--- src/rtl/cached_lock_grant_revoke_table_defines.svh ---
// ---------------------------------------------------------------------------
// Assertion macros for the lock grant and revoke table
// Concurrent check macros; they expand to nothing when SYNTHESIS is defined.
// ---------------------------------------------------------------------------
`ifndef CACHED_LOCK_GRANT_REVOKE_TABLE_DEFINES_SVH
`define CACHED_LOCK_GRANT_REVOKE_TABLE_DEFINES_SVH

`ifndef SYNTHESIS
`define CLGRT_ASSERT_SAME(label, clk, rst_n, ante, cons) \
  label: assert property (@(posedge clk) disable iff (!rst_n) (ante) |-> (cons)) \
    else $error("same-cycle check failed");
`define CLGRT_ASSERT_NEXT(label, clk, rst_n, ante, cons) \
  label: assert property (@(posedge clk) disable iff (!rst_n) (ante) |=> (cons)) \
    else $error("next-cycle check failed");
`else
`define CLGRT_ASSERT_SAME(label, clk, rst_n, ante, cons)
`define CLGRT_ASSERT_NEXT(label, clk, rst_n, ante, cons)
`endif

`endif

--- src/rtl/clgrt_pkg.sv ---
// ---------------------------------------------------------------------------
// Lock table package
// Sizes, codes and transaction types shared by the lock table modules.
// ---------------------------------------------------------------------------
package clgrt_pkg;

  localparam int LOCK_COUNT   = 64;
  localparam int CLIENT_COUNT = 16;
  localparam int WAIT_DEPTH   = 16;

  localparam int LOCK_W   = 6;
  localparam int CLIENT_W = 4;
  localparam int HEAD_W   = (WAIT_DEPTH > 1) ? $clog2(WAIT_DEPTH) : 1;
  localparam int CNT_W    = HEAD_W + 1;
  localparam int SLOT_AW  = LOCK_W + HEAD_W;

  typedef enum logic {
    CMD_ACQUIRE = 1'b0,
    CMD_RELEASE = 1'b1
  } cmd_t;

  typedef enum logic [1:0] {
    PH_FREE     = 2'd0,
    PH_GRANTED  = 2'd1,
    PH_REVOKING = 2'd2,
    PH_GRANTING = 2'd3
  } phase_t;

  typedef enum logic [1:0] {
    ST_OK       = 2'd0,
    ST_RETRY    = 2'd1,
    ST_NOTOWNER = 2'd2,
    ST_FULL     = 2'd3
  } status_t;

  typedef enum logic [1:0] {
    NT_NONE   = 2'd0,
    NT_REVOKE = 2'd1,
    NT_RETRY  = 2'd2
  } notify_t;

  typedef struct packed {
    cmd_t                cmd;
    logic [LOCK_W-1:0]   lock_id;
    logic [CLIENT_W-1:0] client_id;
  } in_item_t;

  typedef struct packed {
    status_t             status;
    notify_t             notify_kind;
    logic [CLIENT_W-1:0] notify_client;
    logic                more_waiting;
  } out_item_t;

  typedef struct packed {
    phase_t              phase;
    logic [CLIENT_W-1:0] owner;
    logic [HEAD_W-1:0]   head;
    logic [CNT_W-1:0]    count;
  } lock_entry_t;

  localparam lock_entry_t ENTRY_RESET = '{
    phase: PH_FREE, owner: '0, head: '0, count: '0
  };

endpackage

--- src/rtl/clgrt_lock_tbl.sv ---
// ---------------------------------------------------------------------------
// Lock entry table
// Synchronous memory of lock entries with a registered read; entries never written since
// reset read back as a free lock with an empty wait queue.
// ---------------------------------------------------------------------------
module clgrt_lock_tbl
  import clgrt_pkg::*;
(
  input  logic              clk,
  input  logic              rst_n,
  input  logic              rd_en,
  input  logic [LOCK_W-1:0] rd_addr,
  output lock_entry_t       rd_data,
  input  logic              wr_en,
  input  logic [LOCK_W-1:0] wr_addr,
  input  lock_entry_t       wr_data
);

  lock_entry_t           mem [LOCK_COUNT];
  logic [LOCK_COUNT-1:0] valid_r;
  lock_entry_t           rd_data_r;
  logic                  rd_vld_r;

  always_ff @(posedge clk) begin
    if (wr_en) begin
      mem[wr_addr] <= wr_data;
    end
    if (rd_en) begin
      rd_data_r <= mem[rd_addr];
    end
  end

  always_ff @(posedge clk) begin
    if (!rst_n) begin
      valid_r  <= '0;
      rd_vld_r <= 1'b0;
    end else begin
      if (wr_en) begin
        valid_r[wr_addr] <= 1'b1;
      end
      if (rd_en) begin
        rd_vld_r <= valid_r[rd_addr];
      end
    end
  end

  assign rd_data = rd_vld_r ? rd_data_r : ENTRY_RESET;

endmodule

--- config.mk ---
export PLATFORM = sky130hd
export DESIGN_NAME = clgrt_lock_tbl
export DESIGN_NICKNAME = d
export VERILOG_FILES = /design/src/rtl/cached_lock_grant_revoke_table_defines.svh /design/src/rtl/clgrt_pkg.sv /design/src/rtl/clgrt_lock_tbl.sv
export SDC_FILE = /design/constraint.sdc
export NUM_CORES = 1
export LEC_CHECK = 0
export BUFFER_PORTS_ARGS = -buffer_cell sky130_fd_sc_hd__buf_2
export CORE_MARGIN = 1
export CORE_UTILIZATION = 48
export CTS_BUF_LIST = sky130_fd_sc_hd__clkbuf_16
export CTS_CLUSTER_SIZE = 14
export DETAILED_ROUTE_END_ITERATION = 10
export PLACE_DENSITY = 0.74
export SETUP_SLACK_MARGIN = 0.02
export SYNTH_ARGS = -nofsm -noshare
export SYNTH_HDL_FRONTEND = slang
export SYNTH_SLANG_ARGS = --single-unit
--- constraint.sdc ---
create_clock -name clk -period 3.1 [get_ports clk]
set_input_delay 0.62 -clock clk [delete_from_list [all_inputs] [get_ports clk]]
set_output_delay 0.62 -clock clk [all_outputs]
set_load 0.1 [all_outputs]
==> qor.yml <==
syn_nets: 1719
pre_cts_slack_ns: -0.140
postCtsSetupBuffers: 0
portBuffers: 45
gp_congestion: 0.883
layout_min_cycle_time_ns: 2.70
dp_cells: 2850
root_buffer: "clkbuf_16"
cts_resized: 0
final_layout_size_suffix_gt1_frac: 0.335
cts_max_level: 3
drtIter0Drc: 2181
ys_seq_elements: 1040
start_util: 0.484
wirelength_um: 92500
dieArea_um2: 83800
cp.required_ns: 2.48
grt_max_degree: 65
clk_transition_reported_paths_ns: 0.06
maxSlewViolCount: 0
tightestPinTransition_ns: 1.20
hold_viol: 0
worstReg2RegStart: "mem[63][4]"
dr_total_vias: 18865
cp-end-kind: "primary output"
hp-start: "wr_data[3]"
status: "completed"
arrival_ns: 2.08
rr_worst_depth: 5
syn_to_final_growth_pct: 14.7
grt.overflow.total: 0
drc: 0
cp_cell_sequence: "and2_1 > buf_2"
crit_type: "flop to primary output"
via_per_inst: 6.22
cp_max_fo: 16
antenna_found_initial: 9
slowest_stage: "dfxtp_1"
place_hpwl_um: 53900
synthFlopType: "edfxtp_1"
die_w_um: 289
grtUsageTotal: 0.226
core_um2: 82000
maxCapViolCount: 0
yosys_warnings: 0
design.portCount: 46
max_slew_margin: 0.202
leakagePower_nw: 14.6
dr.pass1.iters: 6
fin_tns_setup_ns: 0
min_period_over_period: 0.871
synth_edf_count: 975
cts_tree: "yes"
hold_depth: 1
async_flop_share: 0
ys_seq_area_frac: 0.771
die_h_um: 289
ff2ff_setup_slack_ns: 0.76
r2r_end: "rd_data_r[4]"
hp-class: "input port to flop"
grt_pass1_vias: 19233
ir_drop_v: 0.000446
num_rows: 105
p_per_area_nw_per_um2: 638
wl_per_cell_um: 30.5
syn_area_um2: 39700
numCtsBuffers: 100
setup_viol: 0
cts_buffer_depth: 3
clock-sinks: 1040
final_nets: 1913
fin_cells: 3035
start_kind: "flop"
syn_area_per_cell_um2: 23.5
postRouteAntennaNets: 0
netlist_instances: 1688
hold_end: "mem[2][3]"
clock_skew_ns: 0.0270
rsz0062_at_grt: "false"
fmax_mhz: 370
grt_pass1_wl_um: 133000
worst_slack_ns: 0.399
ys_types: 31
hold_buffers: 0
clk_latency_ns: 0.67
critPathMaxStageDelay_ns: 0.68
## cells in the final DEF (no fill, tap or decap), types with 3 or more instances in the layout
| cell | count |
|---|---|
| and2_1 | 16 |
| buf_12 | 27 |
| buf_2 | 41 |
| buf_4 | 114 |
| bufinv_16 | 11 |
| clkbuf_16 | 102 |
| clkinv_1 | 20 |
| clkinv_2 | 15 |
| clkinvlp_4 | 3 |
| dfxtp_1 | 65 |
| diode_2 | 5 |
| edfxtp_1 | 975 |
| inv_1 | 24 |
| mux2_2 | 11 |
| mux2i_1 | 11 |
| mux4_2 | 320 |
| nand2_1 | 13 |
| nand2b_1 | 5 |
| nand3_1 | 9 |
| nand3b_1 | 3 |
| nand4_1 | 4 |
| nor2_1 | 62 |
| nor2b_1 | 7 |
| nor3_2 | 4 |
| o21a_1 | 64 |
| o21ai_0 | 10 |
## per-layer routing
metal  part of all wire  routed length [um]  vias up  global-route usage
li1                   -                   -     7604                   -
met1               0.37               34600    10090               0.299
met2               0.49               45700      988               0.371
met3              0.099                9130      175              0.0539
met4              0.032                2960        8              0.0746
met5             0.0016                 147        -                   0
## worst max-delay path by stage
| stage | depth (start not counted) | to | from | slack [ns] |
|---|---|---|---|---|
| detailed placement | 7 | rd_data_r[7] | rd_addr[0] | -0.14 |
| CTS | 2 | rd_data[10] | rd_vld_r | 0.40 |
| global placement | 6 | rd_data_r[13] | rd_addr[0] | -0.11 |
| finish | 2 | rd_data[10] | rd_vld_r | 0.40 |
| floorplan | 6 | rd_data_r[10] | rd_addr[0] | 0.26 |
| global route | 2 | rd_data[10] | rd_vld_r | 0.34 |
## registers in the layout, indices dropped and copies added, names as in the netlist
register / flops
rd_data_r: 15
rd_vld_r: 1
mem: 960
valid_r: 64
## cell families (layout without fill, tap and decap cells)
| group | after synthesis | count (layout) | share of synthesized area |
|---|---|---|---|
| AO/OA/AOI/OAI | 84 | 84 | 0.0155 |
| buffers and inverters | 92 | 364 | 0.0108 |
| flip-flops | 1040 | 1040 | 0.771 |
| multiplexers | 342 | 342 | 0.188 |
| other | 0 | 5 | 0 |
| AND/OR/NAND/NOR | 130 | 130 | 0.0154 |
## stage by stage
stage	hold WS (ns)	cell area, um2	total power, mW	utilization
after floorplan	0.435	39700	16.6	-
after global placement	0.441	42200	17.3	0.515
after detailed placement	0.447	42200	17.3	0.515
after CTS	0.382	45500	29.2	0.555
after global routing	0.395	45500	29.8	0.555
final	0.409	45500	29.0	0.555
## power by group
group / switching (mW) / leakage (nW) / total, mW / internal [mW]
clock: 5.11 / 1.68 / 12.0 / 6.88
combinational: 0.886 / 3.58 / 1.51 / 0.627
sequential: 0.0473 / 9.31 / 15.5 / 15.5
total: 6.04 / 14.6 / 29.0 / 23.0
## worst max-delay path: cells and delay by family (launching register included)
| kind | cells | cell delay, ns |
|---|---|---|
| and+or+nand+nor | 1 | 0.27 |
| buffers and inverters | 1 | 0.45 |
| DFF | 1 | 0.68 |
## cell usage after synthesis (2+ instances only)
master,instances,share of area
clkbuf_1,45,0.0043
mux2_2,11,0.0031
dfxtp_1,65,0.033
buf_4,9,0.0017
edfxtp_1,975,0.74
and2_1,16,0.0025
nor2b_1,7,0.0011
buf_6,2,0.00057
o21ai_0,10,0.0013
or3_1,2,0.00032
a22oi_1,2,0.00038
nand3b_1,3,0.00057
nand4_1,4,0.00063
o21a_1,64,0.012
nor2_1,64,0.0061
nand3_1,9,0.0011
mux2i_1,11,0.0028
buf_1,10,0.00095
nor3_1,5,0.00063
mux4_2,320,0.18
nand2b_1,5,0.00079
nand2_1,13,0.0012
o22ai_1,2,0.00032
buf_2,26,0.0033
a22o_1,2,0.00044
## area by class of cell
cell class | count | area (um2)
clock buffer | 102 | 2550
antenna | 5 | 12.5
clock inverter | 78 | 696
sequential | 1040 | 30600
multi-input combinational | 556 | 8690
fill | 5867 | 36500
timing repair buffer | 184 | 1630
tap | 1070 | 1340
Note: power is estimated with default switching activity, not from simulation.
